<file path="config.mk">
export PLATFORM = sky130hd
export DESIGN_NAME = c_like_token_lexer_core
export DESIGN_NICKNAME = d
export VERILOG_FILES = /design/src/clex_pkg.sv /design/src/clex_classify.sv /design/src/c_like_token_lexer_core.sv
export SDC_FILE = /design/constraint.sdc
export NUM_CORES = 1
export LEC_CHECK = 0
export BUFFER_PORTS_ARGS = -buffer_cell sky130_fd_sc_hd__buf_2
export CAP_MARGIN = 10
export CELL_PAD_IN_SITES_DETAIL_PLACEMENT = 1
export CELL_PAD_IN_SITES_GLOBAL_PLACEMENT = 1
export CORE_UTILIZATION = 48
export DETAILED_ROUTE_END_ITERATION = 12
export PLACE_DENSITY_LB_ADDON = 0.1
export SYNTH_ARGS = -nofsm -noshare
export SYNTH_HDL_FRONTEND = slang
export SYNTH_SLANG_ARGS = --single-unit
export TNS_END_PERCENT = 50
</file>
<file path="constraint.sdc">
create_clock -name clock -period 4.9 [get_ports clock]
set_input_delay 0.49 -clock clock [delete_from_list [all_inputs] [get_ports clock]]
set_output_delay 0.49 -clock clock [all_outputs]
set_load 0.02 [all_outputs]
</file>
<file path="src/clex_pkg.sv">
// Shared types and constants for the C-like token lexer.
package clex_pkg;

   localparam int unsigned KW_COUNT = 33;

   localparam logic [6:0] K_OP_BASE   = 7'd33;
   localparam logic [6:0] K_PUN_BASE  = 7'd73;
   localparam logic [6:0] K_IDENT     = 7'd79;
   localparam logic [6:0] K_NUM       = 7'd80;
   localparam logic [6:0] K_STR       = 7'd81;
   localparam logic [6:0] K_DIRECTIVE = 7'd82;
   localparam logic [6:0] K_LINE_CMT  = 7'd83;
   localparam logic [6:0] K_BLOCK_CMT = 7'd84;
   localparam logic [6:0] K_END       = 7'd85;
   localparam logic [6:0] K_ERROR     = 7'd86;

   localparam logic OP_CHAR = 1'b0;
   localparam logic OP_EOI  = 1'b1;

   typedef enum logic [3:0] {
      M_IDLE,
      M_DIRECTIVE,
      M_SLASH,
      M_LINE,
      M_BLOCK,
      M_BLOCK_STAR,
      M_IDENT,
      M_NUMBER,
      M_STRING,
      M_OPER
   } lex_mode_type;

   typedef struct packed {
      logic       op;
      logic [7:0] ch;
   } req_type;

   typedef struct packed {
      logic [6:0]  kind;
      logic [15:0] start_line;
      logic [11:0] start_col;
      logic [11:0] length;
      logic        last;
   } rsp_type;

   // Keyword spellings, right aligned in 64 bits, with their lengths.
   function automatic logic [63:0] kw_word(input logic [5:0] i);
      logic [63:0] w;
      begin
         case (i)
            6'd0:  w = 64'("if");
            6'd1:  w = 64'("do");
            6'd2:  w = 64'("int");
            6'd3:  w = 64'("for");
            6'd4:  w = 64'("auto");
            6'd5:  w = 64'("case");
            6'd6:  w = 64'("char");
            6'd7:  w = 64'("else");
            6'd8:  w = 64'("enum");
            6'd9:  w = 64'("goto");
            6'd10: w = 64'("long");
            6'd11: w = 64'("void");
            6'd12: w = 64'("break");
            6'd13: w = 64'("const");
            6'd14: w = 64'("float");
            6'd15: w = 64'("short");
            6'd16: w = 64'("union");
            6'd17: w = 64'("while");
            6'd18: w = 64'("double");
            6'd19: w = 64'("extern");
            6'd20: w = 64'("return");
            6'd21: w = 64'("signed");
            6'd22: w = 64'("sizeof");
            6'd23: w = 64'("static");
            6'd24: w = 64'("struct");
            6'd25: w = 64'("switch");
            6'd26: w = 64'("default");
            6'd27: w = 64'("typedef");
            6'd28: w = 64'("continue");
            6'd29: w = 64'("register");
            6'd30: w = 64'("restrict");
            6'd31: w = 64'("unsigned");
            6'd32: w = 64'("volatile");
            default: w = 64'd0;
         endcase
         return w;
      end
   endfunction

   function automatic logic [3:0] kw_len(input logic [5:0] i);
      logic [3:0] l;
      begin
         if (i < 6'd2) l = 4'd2;
         else if (i < 6'd4) l = 4'd3;
         else if (i < 6'd12) l = 4'd4;
         else if (i < 6'd18) l = 4'd5;
         else if (i < 6'd26) l = 4'd6;
         else if (i < 6'd28) l = 4'd7;
         else l = 4'd8;
         return l;
      end
   endfunction

   function automatic logic is_space(input logic [7:0] c);
      return c == 8'h20 || c == 8'h09 || c == 8'h0A || c == 8'h0B || c == 8'h0C
         || c == 8'h0D;
   endfunction

   function automatic logic is_dec_digit(input logic [7:0] c);
      return c >= "0" && c <= "9";
   endfunction

   function automatic logic is_ident_start(input logic [7:0] c);
      return c == "_" || (c >= "a" && c <= "z") || (c >= "A" && c <= "Z");
   endfunction

   function automatic logic is_oper(input logic [7:0] c);
      logic r;
      begin
         case (c)
            "+", "-", "*", "/", "%", "=", ".", "&", "|", "^", "!", "~", "(", "[",
            "<", ">", "?", ":": r = 1'b1;
            default: r = 1'b0;
         endcase
         return r;
      end
   endfunction

endpackage

</file>
<file path="src/clex_classify.sv">
// Token kind lookup: keyword match and operator-run classification.
module clex_classify import clex_pkg::*; #(
   parameter int LEN_BITS = 12
) (
   input  logic [63:0]         word_shift,
   input  logic [23:0]         head_chars,
   input  logic [LEN_BITS-1:0] tok_len,
   output logic [6:0]          ident_kind,
   output logic [6:0]          oper_kind
);

   logic [7:0] c1, c2, c3;
   logic [6:0] ofs;

   always_comb begin
      ident_kind = K_IDENT;
      for (int i = KW_COUNT - 1; i >= 0; i--) begin
         if (tok_len == LEN_BITS'(kw_len(6'(i))) && word_shift == kw_word(6'(i)))
            ident_kind = 7'(i);
      end
   end

   always_comb begin
      c1 = head_chars[7:0];
      c2 = (tok_len >= LEN_BITS'(2)) ? head_chars[15:8] : 8'd0;
      c3 = (tok_len >= LEN_BITS'(3)) ? head_chars[23:16] : 8'd0;
      case (c1)
         "+": ofs = (c2 == "+") ? 7'd1 : (c2 == "=") ? 7'd2 : 7'd0;
         "-": ofs = (c2 == "-") ? 7'd4 : (c2 == "=") ? 7'd5 : (c2 == ">") ? 7'd6 : 7'd3;
         "*": ofs = (c2 == "=") ? 7'd8 : 7'd7;
         "/": ofs = (c2 == "=") ? 7'd10 : 7'd9;
         "%": ofs = (c2 == "=") ? 7'd12 : 7'd11;
         "=": ofs = (c2 == "=") ? 7'd14 : 7'd13;
         "&": ofs = (c2 == "=") ? 7'd16 : (c2 == "&") ? 7'd17 : 7'd15;
         "|": ofs = (c2 == "=") ? 7'd19 : (c2 == "|") ? 7'd20 : 7'd18;
         "^": ofs = (c2 == "=") ? 7'd22 : 7'd21;
         "!": ofs = (c2 == "=") ? 7'd24 : 7'd23;
         "(": ofs = 7'd25;
         ".": ofs = 7'd26;
         "[": ofs = 7'd27;
         "~": ofs = (c2 == "=") ? 7'd29 : 7'd28;
         "<": ofs = (c2 == "=") ? 7'd31 : (c2 == "<") ? ((c3 == "=") ? 7'd33 : 7'd32)
                    : 7'd30;
         ">": ofs = (c2 == "=") ? 7'd35 : (c2 == ">") ? ((c3 == "=") ? 7'd37 : 7'd36)
                    : 7'd34;
         ":": ofs = 7'd38;
         default: ofs = 7'd39;
      endcase
      oper_kind = K_OP_BASE + ofs;
   end

endmodule

</file>
<file path="src/c_like_token_lexer_core.sv">
// Top level of the C-like token lexer: input register, lexer state, result queue.
//
// Usage:
//  - req_ carries one item per transfer: op = 0 with a source byte in ch,
//    or op = 1 to mark end of input.
//  - rsp_ carries tokens (kind, start line/column, length, last). One item
//    yields zero, one or two tokens; last marks the final token of an item.
//  - Datapath: an accepted byte is held in an input register and lexed
//    there; its tokens land in a two-deep result queue, whose head drives
//    rsp_. The byte waits in the input register while the queue lacks room.
//  - Throughput: one item per cycle while the receiver takes tokens and no
//    item yields two tokens; such an item holds the next one until the queue drains.
//  - Stall: req_stall rises while the input register holds an item and the
//    queue keeps a token that is not taken this cycle, since an item may add
//    two tokens; the input register then holds.
//  - Reset: synchronous, active high; clears the lexer state (idle, line and
//    column zero) and empties both registers. End of input also returns the
//    lexer state to its reset values.
module c_like_token_lexer_core import clex_pkg::*; #(
   parameter int LEN_BITS  = 12,
   parameter int LINE_BITS = 16
) (
   input  logic    clock,
   input  logic    reset,
   input  logic    req_valid,
   output logic    req_stall,
   input  req_type req_data,
   output logic    rsp_valid,
   input  logic    rsp_stall,
   output rsp_type rsp_data
);

   localparam logic [LEN_BITS-1:0]  LEN_MAX  = '1;
   localparam logic [LINE_BITS-1:0] LINE_MAX = '1;

   // input register
   logic    in_vld_ff, in_vld_in;
   req_type in_ff, in_in;

   // lexer state
   lex_mode_type        mode_ff, mode_in;
   logic [23:0]          head_ff, head_in;
   logic [63:0]          word_ff, word_in;
   logic [LEN_BITS-1:0]  len_ff, len_in;
   logic [LINE_BITS-1:0] tline_ff, tline_in, cline_ff, cline_in;
   logic [LEN_BITS-1:0]  tcol_ff, tcol_in, ccol_ff, ccol_in;

   // result queue, two deep
   rsp_type    q_ff [2];
   rsp_type    q_in [2];
   logic [1:0] cnt_ff, cnt_in;

   logic [6:0] ident_kind, oper_kind;
   rsp_type    r [2];
   logic [1:0] n;
   logic       fire, pop, room;

   clex_classify #(.LEN_BITS(LEN_BITS)) u_cls (
      .word_shift(word_ff),
      .head_chars(head_ff),
      .tok_len   (len_ff),
      .ident_kind(ident_kind),
      .oper_kind (oper_kind)
   );

   function automatic rsp_type mk(input logic [6:0] k, input logic [LINE_BITS-1:0] l,
                                   input logic [LEN_BITS-1:0] c,
                                   input logic [LEN_BITS-1:0] len);
      rsp_type t;
      begin
         t.kind       = k;
         t.start_line = 16'(l);
         t.start_col  = 12'(c);
         t.length     = 12'(len);
         t.last       = 1'b0;
         return t;
      end
   endfunction

   assign pop  = rsp_valid && !rsp_stall;
   // worst case an item adds two tokens
   assign room = (2'(cnt_ff) - 2'(pop)) == 2'd0;
   assign fire = in_vld_ff && room;
   assign req_stall = in_vld_ff && !room;
   assign rsp_valid = cnt_ff != 2'd0;
   assign rsp_data  = q_ff[0];

   always_comb begin
      in_vld_in = in_vld_ff;
      in_in     = in_ff;
      if (req_valid && !req_stall) begin
         in_vld_in = 1'b1;
         in_in     = req_data;
      end else if (fire) begin
         in_vld_in = 1'b0;
      end
   end

   // Lex one item held in the input register.
   always_comb begin
      logic [7:0]          c;
      logic                idle;
      logic [LEN_BITS-1:0] grown;
      logic [6:0]          open_kind;
      c     = in_ff.ch;
      grown = (len_ff < LEN_MAX) ? len_ff + LEN_BITS'(1) : LEN_MAX;
      mode_in = mode_ff; head_in = head_ff; word_in = word_ff; len_in = len_ff;
      tline_in = tline_ff; tcol_in = tcol_ff; cline_in = cline_ff; ccol_in = ccol_ff;
      n = 2'd0;
      r[0] = mk(K_END, cline_ff, ccol_ff, LEN_BITS'(1));
      r[1] = r[0];
      idle = 1'b0;
      case (mode_ff)
         M_DIRECTIVE:              open_kind = K_DIRECTIVE;
         M_SLASH, M_OPER:          open_kind = oper_kind;
         M_LINE:                   open_kind = K_LINE_CMT;
         M_BLOCK, M_BLOCK_STAR:    open_kind = K_BLOCK_CMT;
         M_IDENT:                  open_kind = ident_kind;
         M_NUMBER:                 open_kind = K_NUM;
         M_STRING:                 open_kind = K_STR;
         default:                  open_kind = K_ERROR;
      endcase
      if (fire) begin
         if (in_ff.op == OP_EOI) begin
            if (mode_ff != M_IDLE) begin
               r[0] = mk(open_kind, tline_ff, tcol_ff, len_ff);
               n = 2'd2;
            end else begin
               n = 2'd1;
            end
            mode_in = M_IDLE; head_in = '0; word_in = '0; len_in = '0;
            tline_in = '0; tcol_in = '0; cline_in = '0; ccol_in = '0;
         end else begin
            case (mode_ff)
               M_DIRECTIVE: begin
                  len_in = grown;
                  if (c == "\n") begin
                     r[0] = mk(K_DIRECTIVE, tline_ff, tcol_ff, grown);
                     n = 2'd1; mode_in = M_IDLE;
                  end
               end
               M_SLASH: begin
                  if (c == "/") begin
                     mode_in = M_LINE; len_in = grown;
                  end else if (c == "*") begin
                     mode_in = M_BLOCK; len_in = grown;
                  end else if (is_oper(c)) begin
                     mode_in = M_OPER; len_in = grown;
                     head_in[15:8] = c;
                  end else begin
                     r[0] = mk(open_kind, tline_ff, tcol_ff, len_ff);
                     n = 2'd1; mode_in = M_IDLE; idle = 1'b1;
                  end
               end
               M_LINE: begin
                  if (c == "\n") begin
                     r[0] = mk(K_LINE_CMT, tline_ff, tcol_ff, len_ff);
                     n = 2'd1; mode_in = M_IDLE;
                  end else begin
                     len_in = grown;
                  end
               end
               M_BLOCK: begin
                  len_in = grown;
                  if (c == "*") mode_in = M_BLOCK_STAR;
               end
               M_BLOCK_STAR: begin
                  len_in = grown;
                  if (c == "/") begin
                     r[0] = mk(K_BLOCK_CMT, tline_ff, tcol_ff, grown);
                     n = 2'd1; mode_in = M_IDLE;
                  end else if (c != "*") begin
                     mode_in = M_BLOCK;
                  end
               end
               M_IDENT: begin
                  if (is_ident_start(c) || is_dec_digit(c)) begin
                     len_in  = grown;
                     word_in = {word_ff[55:0], c};
                  end else begin
                     r[0] = mk(open_kind, tline_ff, tcol_ff, len_ff);
                     n = 2'd1; mode_in = M_IDLE; idle = 1'b1;
                  end
               end
               M_NUMBER: begin
                  if (is_dec_digit(c) || c == ".") begin
                     len_in = grown;
                  end else begin
                     r[0] = mk(K_NUM, tline_ff, tcol_ff, len_ff);
                     n = 2'd1; mode_in = M_IDLE; idle = 1'b1;
                  end
               end
               M_STRING: begin
                  len_in = grown;
                  if (c == "\"") begin
                     r[0] = mk(K_STR, tline_ff, tcol_ff, grown);
                     n = 2'd1; mode_in = M_IDLE;
                  end
               end
               M_OPER: begin
                  if (is_oper(c)) begin
                     len_in = grown;
                     if (len_ff == LEN_BITS'(1)) head_in[15:8] = c;
                     else if (len_ff == LEN_BITS'(2)) head_in[23:16] = c;
                  end else begin
                     r[0] = mk(open_kind, tline_ff, tcol_ff, len_ff);
                     n = 2'd1; mode_in = M_IDLE; idle = 1'b1;
                  end
               end
               default: idle = 1'b1;
            endcase

            // start a token or emit a one-character token
            if (idle && !is_space(c)) begin
               if (c == "#" || c == "/" || is_ident_start(c) || is_dec_digit(c)
                   || c == "\"" || is_oper(c)) begin
                  tline_in = cline_ff; tcol_in = ccol_ff; len_in = LEN_BITS'(1);
                  head_in = {16'd0, c}; word_in = {56'd0, c};
                  if (c == "#") mode_in = M_DIRECTIVE;
                  else if (c == "/") mode_in = M_SLASH;
                  else if (is_ident_start(c)) mode_in = M_IDENT;
                  else if (is_dec_digit(c)) mode_in = M_NUMBER;
                  else if (c == "\"") mode_in = M_STRING;
                  else mode_in = M_OPER;
               end else begin
                  case (c)
                     "{": r[n[0]] = mk(K_PUN_BASE, cline_ff, ccol_ff, LEN_BITS'(1));
                     "}": r[n[0]] = mk(K_PUN_BASE + 7'd1, cline_ff, ccol_ff, LEN_BITS'(1));
                     ";": r[n[0]] = mk(K_PUN_BASE + 7'd2, cline_ff, ccol_ff, LEN_BITS'(1));
                     ",": r[n[0]] = mk(K_PUN_BASE + 7'd3, cline_ff, ccol_ff, LEN_BITS'(1));
                     "]": r[n[0]] = mk(K_PUN_BASE + 7'd4, cline_ff, ccol_ff, LEN_BITS'(1));
                     ")": r[n[0]] = mk(K_PUN_BASE + 7'd5, cline_ff, ccol_ff, LEN_BITS'(1));
                     default: r[n[0]] = mk(K_ERROR, cline_ff, ccol_ff, LEN_BITS'(1));
                  endcase
                  n = n + 2'd1;
               end
            end

            // advance position
            if (c == "\n") begin
               cline_in = (cline_ff < LINE_MAX) ? cline_ff + LINE_BITS'(1) : LINE_MAX;
               ccol_in  = '0;
            end else begin
               ccol_in = (ccol_ff < LEN_MAX) ? ccol_ff + LEN_BITS'(1) : LEN_MAX;
            end
         end
         if (n == 2'd1) r[0].last = 1'b1;
         if (n == 2'd2) r[1].last = 1'b1;
      end
   end

   // queue: drop head on pop, append new tokens behind
   always_comb begin
      logic [1:0] base;
      q_in[0] = q_ff[0];
      q_in[1] = q_ff[1];
      base = cnt_ff;
      if (pop) begin
         q_in[0] = q_ff[1];
         base = cnt_ff - 2'd1;
      end
      if (n != 2'd0) begin
         q_in[base[0]] = r[0];
         if (n == 2'd2) q_in[1] = r[1];
      end
      cnt_in = base + n;
   end

   always_ff @(posedge clock) begin
      if (reset) begin
         in_vld_ff <= 1'b0;
         cnt_ff    <= '0;
         mode_ff   <= M_IDLE;
         head_ff   <= '0;
         word_ff   <= '0;
         len_ff    <= '0;
         tline_ff  <= '0;
         tcol_ff   <= '0;
         cline_ff  <= '0;
         ccol_ff   <= '0;
      end else begin
         in_vld_ff <= in_vld_in;
         cnt_ff    <= cnt_in;
         mode_ff   <= mode_in;
         head_ff   <= head_in;
         word_ff   <= word_in;
         len_ff    <= len_in;
         tline_ff  <= tline_in;
         tcol_ff   <= tcol_in;
         cline_ff  <= cline_in;
         ccol_ff   <= ccol_in;
      end
   end

   always_ff @(posedge clock) begin
      in_ff   <= in_in;
      q_ff[0] <= q_in[0];
      q_ff[1] <= q_in[1];
   end

endmodule

</file>
==> results.md <==
Place:
- Routability-driven placement finished with a final weighted congestion of approximately 0.98.
- The placed wire-length estimate after detailed placement is 40.1 mm.
- The total of buffers placed on input and output ports is 62.

Critical path:
- The cell type with the highest occurrence count on the critical path is sky130_fd_sc_hd__nand2_1.
- In this design, the largest share of critical-path delay is due to simple AND/OR/NAND/NOR gates.
- Data on the critical path is required at its endpoint by 5.33 ns.
- The cell with the largest stage delay on the worst path is sky130_fd_sc_hd__edfxtp_1.
- In this run the number of cells on the critical path is 12.
- The worst setup path is captured at a flip-flop.
- The largest driver fanout on the critical path is 28.
- Data on the critical path arrives at its endpoint at 4.66 ns.
- The critical path in this run is classified as flip-flop to flip-flop.
- The worst setup path is launched from a flip-flop.
- The count of buffer and inverter cells on the critical path is 2.
- Counting cells, the worst reg-to-reg path comes to 12.
- The signal on the critical path passes through nor4b_4, nand2_1, o21a_1, o211ai_4, nand4_4, ha_1, or4_4, o311ai_4, inv_2, buf_4, nand2_1, o22ai_1.
- In this design, the stage delay of the slowest critical-path cell is approximately 0.72 ns.

Route:
- The routed layout has 15000 vias.
- The detail route stage leaves a number of antenna-violating nets equal to 0.
- The detailed router's first-iteration violation count is 1058.
- The via density per instance is 6.56.
- The routed design has 56.2 mm of wire.
- For this run, the detailed router's first-pass iteration total came to 5.
- After detailed routing, the average wire length per cell comes to 24.5 um.
- The final routed DRC violation total is 0.

Yosys:
- Of the post-synthesis cell area, the dominant cell type holds 26.8%.
- The post-synthesis sequential area ratio is between 30% and 40%.
- The most used flip-flop cell after synthesis is sky130_fd_sc_hd__dfxtp_1.
- For this run, asynchronously set or reset flops after synthesis account for 0%.
- Synthesis produced ~1900 cells.
- Of all cell types, the one taking the most synthesized area is sky130_fd_sc_hd__dfxtp_1.
- The synthesis-stage register bit count is 268.
- After synthesis, the mean cell area works out to 8.34 um2.
- The synthesized net count is approximately 1900.
- By area the synthesized netlist is led by sky130_fd_sc_hd__dfxtp_1, sky130_fd_sc_hd__edfxtp_1, sky130_fd_sc_hd__a22o_1, sky130_fd_sc_hd__nand2_1, sky130_fd_sc_hd__a21oi_1.
- The number of warnings issued by yosys is 0.
- The number of flops mapped to enable cells by yosys is 57.
- The number of distinct library cells after synthesis is 97.
- The cell area after synthesis is 15700 um2.

Clock tree:
- The number of buffers inserted by post-CTS setup repair is 0.
- TritonCTS built the clock tree.
- For this design, the sink count on the clock tree is 268.
- Clock latency on the worst-skew pair, taken at its later pin, is 0.57 ns.
- The quantity of gates resized following cts is 0.
- The number of H-tree levels is 1.
- The number of buffers between clock root and the deepest sink is 3.
- TritonCTS created 31 clock buffers.
- The clock transition time at the flip-flop clock pins of the worst setup and hold paths is 0.06 ns.
- Hold repair after CTS inserted 0 buffers.
- The tree is rooted in a sky130_fd_sc_hd__clkbuf_16.

Timing:
- The normalized max-slew margin is between 20% and 30%.
- Static timing analysis puts the maximum clock frequency at around 240 MHz.
- Setup repair after global routing left no endpoint under its margin.
- The time the final worst path needs with I/O delays and setup is about 4.2 ns.
- The clock arrives with 0.00943 ns of skew.
- At the pin with the least slew margin, the transition time is 1.11 ns.
- The post-route setup TNS is 0 ns.
- The total count of max-transition violations in the final report is 0.
- Setup violations remaining at the end of the flow were counted as 0.
- The final number of hold-violating endpoints is 0.
- The fraction of the cycle the final worst path needs is 86.1%.
- The worst hold margin is 0.100 ns.

Global routing:
- After global routing the overflow that remains totals 0.
- Entering global routing, the biggest net connects 57 pins.
- Global routing used 33.2% of the available tracks across all layers.
- The via count of the first global-routing pass is 14900.
- The initial antenna violation count is 2.
- The first-pass GRT wire length is 87.4 mm.

Power and ir drop:
- The leakage power figure is 6.44 nW.
- Dividing total power by cell area gives a power density of 400 nW/um2.
- The internal power component is around 4.4 mW.
- The worst ir drop on vdd is 0.283 mV.
- Net switching is 34.8% of the power.
- The proportion of power drawn by flip-flops and latches is around two fifths.
- Per report_power, the combinational group accounts for about a quarter of the total.
- The clock network accounts for 32.4% of the total power.
- The power dissipated by switching net loads is 2.35 mW.

Min path:
- The worst hold path class is input pin to flip-flop.
- The hold path depth is 1.

Run status:
- The run finished with clean final reports.

Floorplanning:
- The placeable core region is 31900 um2.
- Once the floorplan was initialized, standard cells occupied between 40% and 50% of the core.
- The floorplan step set the die height to 183 um.
- The number of standard-cell rows in the floorplan is 65.
- Measured along the x axis, the die boundary spans 183 um.
- In this run the count of I/O pins placed on the die edge is 63.
- The die covers between 30000 and 40000 um2.

Run:
- The number of max-capacitance violations reported is 0.

Final layout:
- In the final layout, the share of cells above drive strength 1 is 10.0%.
- The fill cell instance count of the final layout is 3799.
- After the last flow step, the layout net total stands at 1856.
- The area growth from synthesis to layout is 7.53%.
==> area by class of cell <==
cell class	instances	area, um2	area share, %
inverter	31	116	0.688
multi-input combinational	1403	8740	51.6
clock buffer	44	845	4.99
clock inverter	13	106	0.629
antenna	1	2.50	0.0148
timing repair buffer	98	631	3.73
tap	435	544	3.22
sequential	268	5940	35.1
==> logic make-up after synthesis <==
group           Yosys count  share of synthesized area (%)
simple gates            858                           30.1
compound gates          475                           20.7
flops                   268                           37.7
buf+inv                 216                           6.90
mux                      50                           3.20
xor+xnor                 10                          0.557
fa+ha+maj                10                          0.795
==> worst paths after layout <==
check               startpoint           end  slack [ns]
hold / removal     req_data[5]      in_ff[5]        0.10
setup / recovery      in_ff[5]   q_ff[0][46]        0.68
hold reg to reg   tline_ff[11]  tline_ff[11]        0.47
setup reg to reg      in_ff[5]   q_ff[0][46]        0.68
==> Yosys cell counts (37+ instances only) <==
cell type                    n
sky130_fd_sc_hd__edfxtp_1   57
sky130_fd_sc_hd__nor3_1     38
sky130_fd_sc_hd__a22o_1     99
sky130_fd_sc_hd__a21oi_1   111
sky130_fd_sc_hd__nor2_1    145
sky130_fd_sc_hd__buf_4      54
sky130_fd_sc_hd__nor2b_1    38
sky130_fd_sc_hd__nand3_1    82
sky130_fd_sc_hd__dfxtp_1   211
sky130_fd_sc_hd__and2_1     46
sky130_fd_sc_hd__mux2i_1    47
sky130_fd_sc_hd__and3_1     83
sky130_fd_sc_hd__clkbuf_1   87
sky130_fd_sc_hd__o21ai_0    90
sky130_fd_sc_hd__nand2_1   198
sky130_fd_sc_hd__buf_2      37
==> placed cells by master (no fill, tap or decap), drive strengths merged, types with 57 or more instances in the layout <==
cell / synthesis / routed
a21oi: 114 / 114
a22o: 99 / 99
and3: 83 / 83
buf: 95 / 98
dfxtp: 211 / 211
edfxtp: 57 / 57
nand2: 200 / 200
nand3: 82 / 82
nor2: 147 / 147
o21ai: 98 / 98
==> power by group through the flow <==
stage | Sequential, mW | Combinational [mW] | Clock (mW)
floorplan | 2.70 | 1.50 | 0
global placement | 2.84 | 1.67 | 0
detailed placement | 2.85 | 1.74 | 0
CTS | 2.81 | 1.75 | 2.24
global route | 2.84 | 1.90 | 2.32
finish | 2.81 | 1.76 | 2.19
==> per-stage QoR <==
step	power, mW	setup slack [ns]	cell area [um2]	util (%)	std cells
6_report	6.76	0.679	16900	53.1	2293
5_1_grt	7.06	0.371	16900	53.1	2292
4_1_cts	6.80	0.668	16900	53.1	2292
3_5_place_dp	4.59	0.702	16000	50.1	2235
3_3_place_gp	4.51	0.893	16000	50.1	2235
2_1_floorplan	4.20	1.04	15700	-	1887
==> metal layers <==
metal / track usage [%] / share of wire, % / vias to the layer above
met2: 50.8 / 44 / 543
met5: 0 / 0.041 / -
met3: 5.82 / 7.6 / 72
met4: 6.87 / 1.9 / 4
met1: 48.7 / 47 / 7574
li1: - / - / 6849
Power figures use the tool's default switching activity.
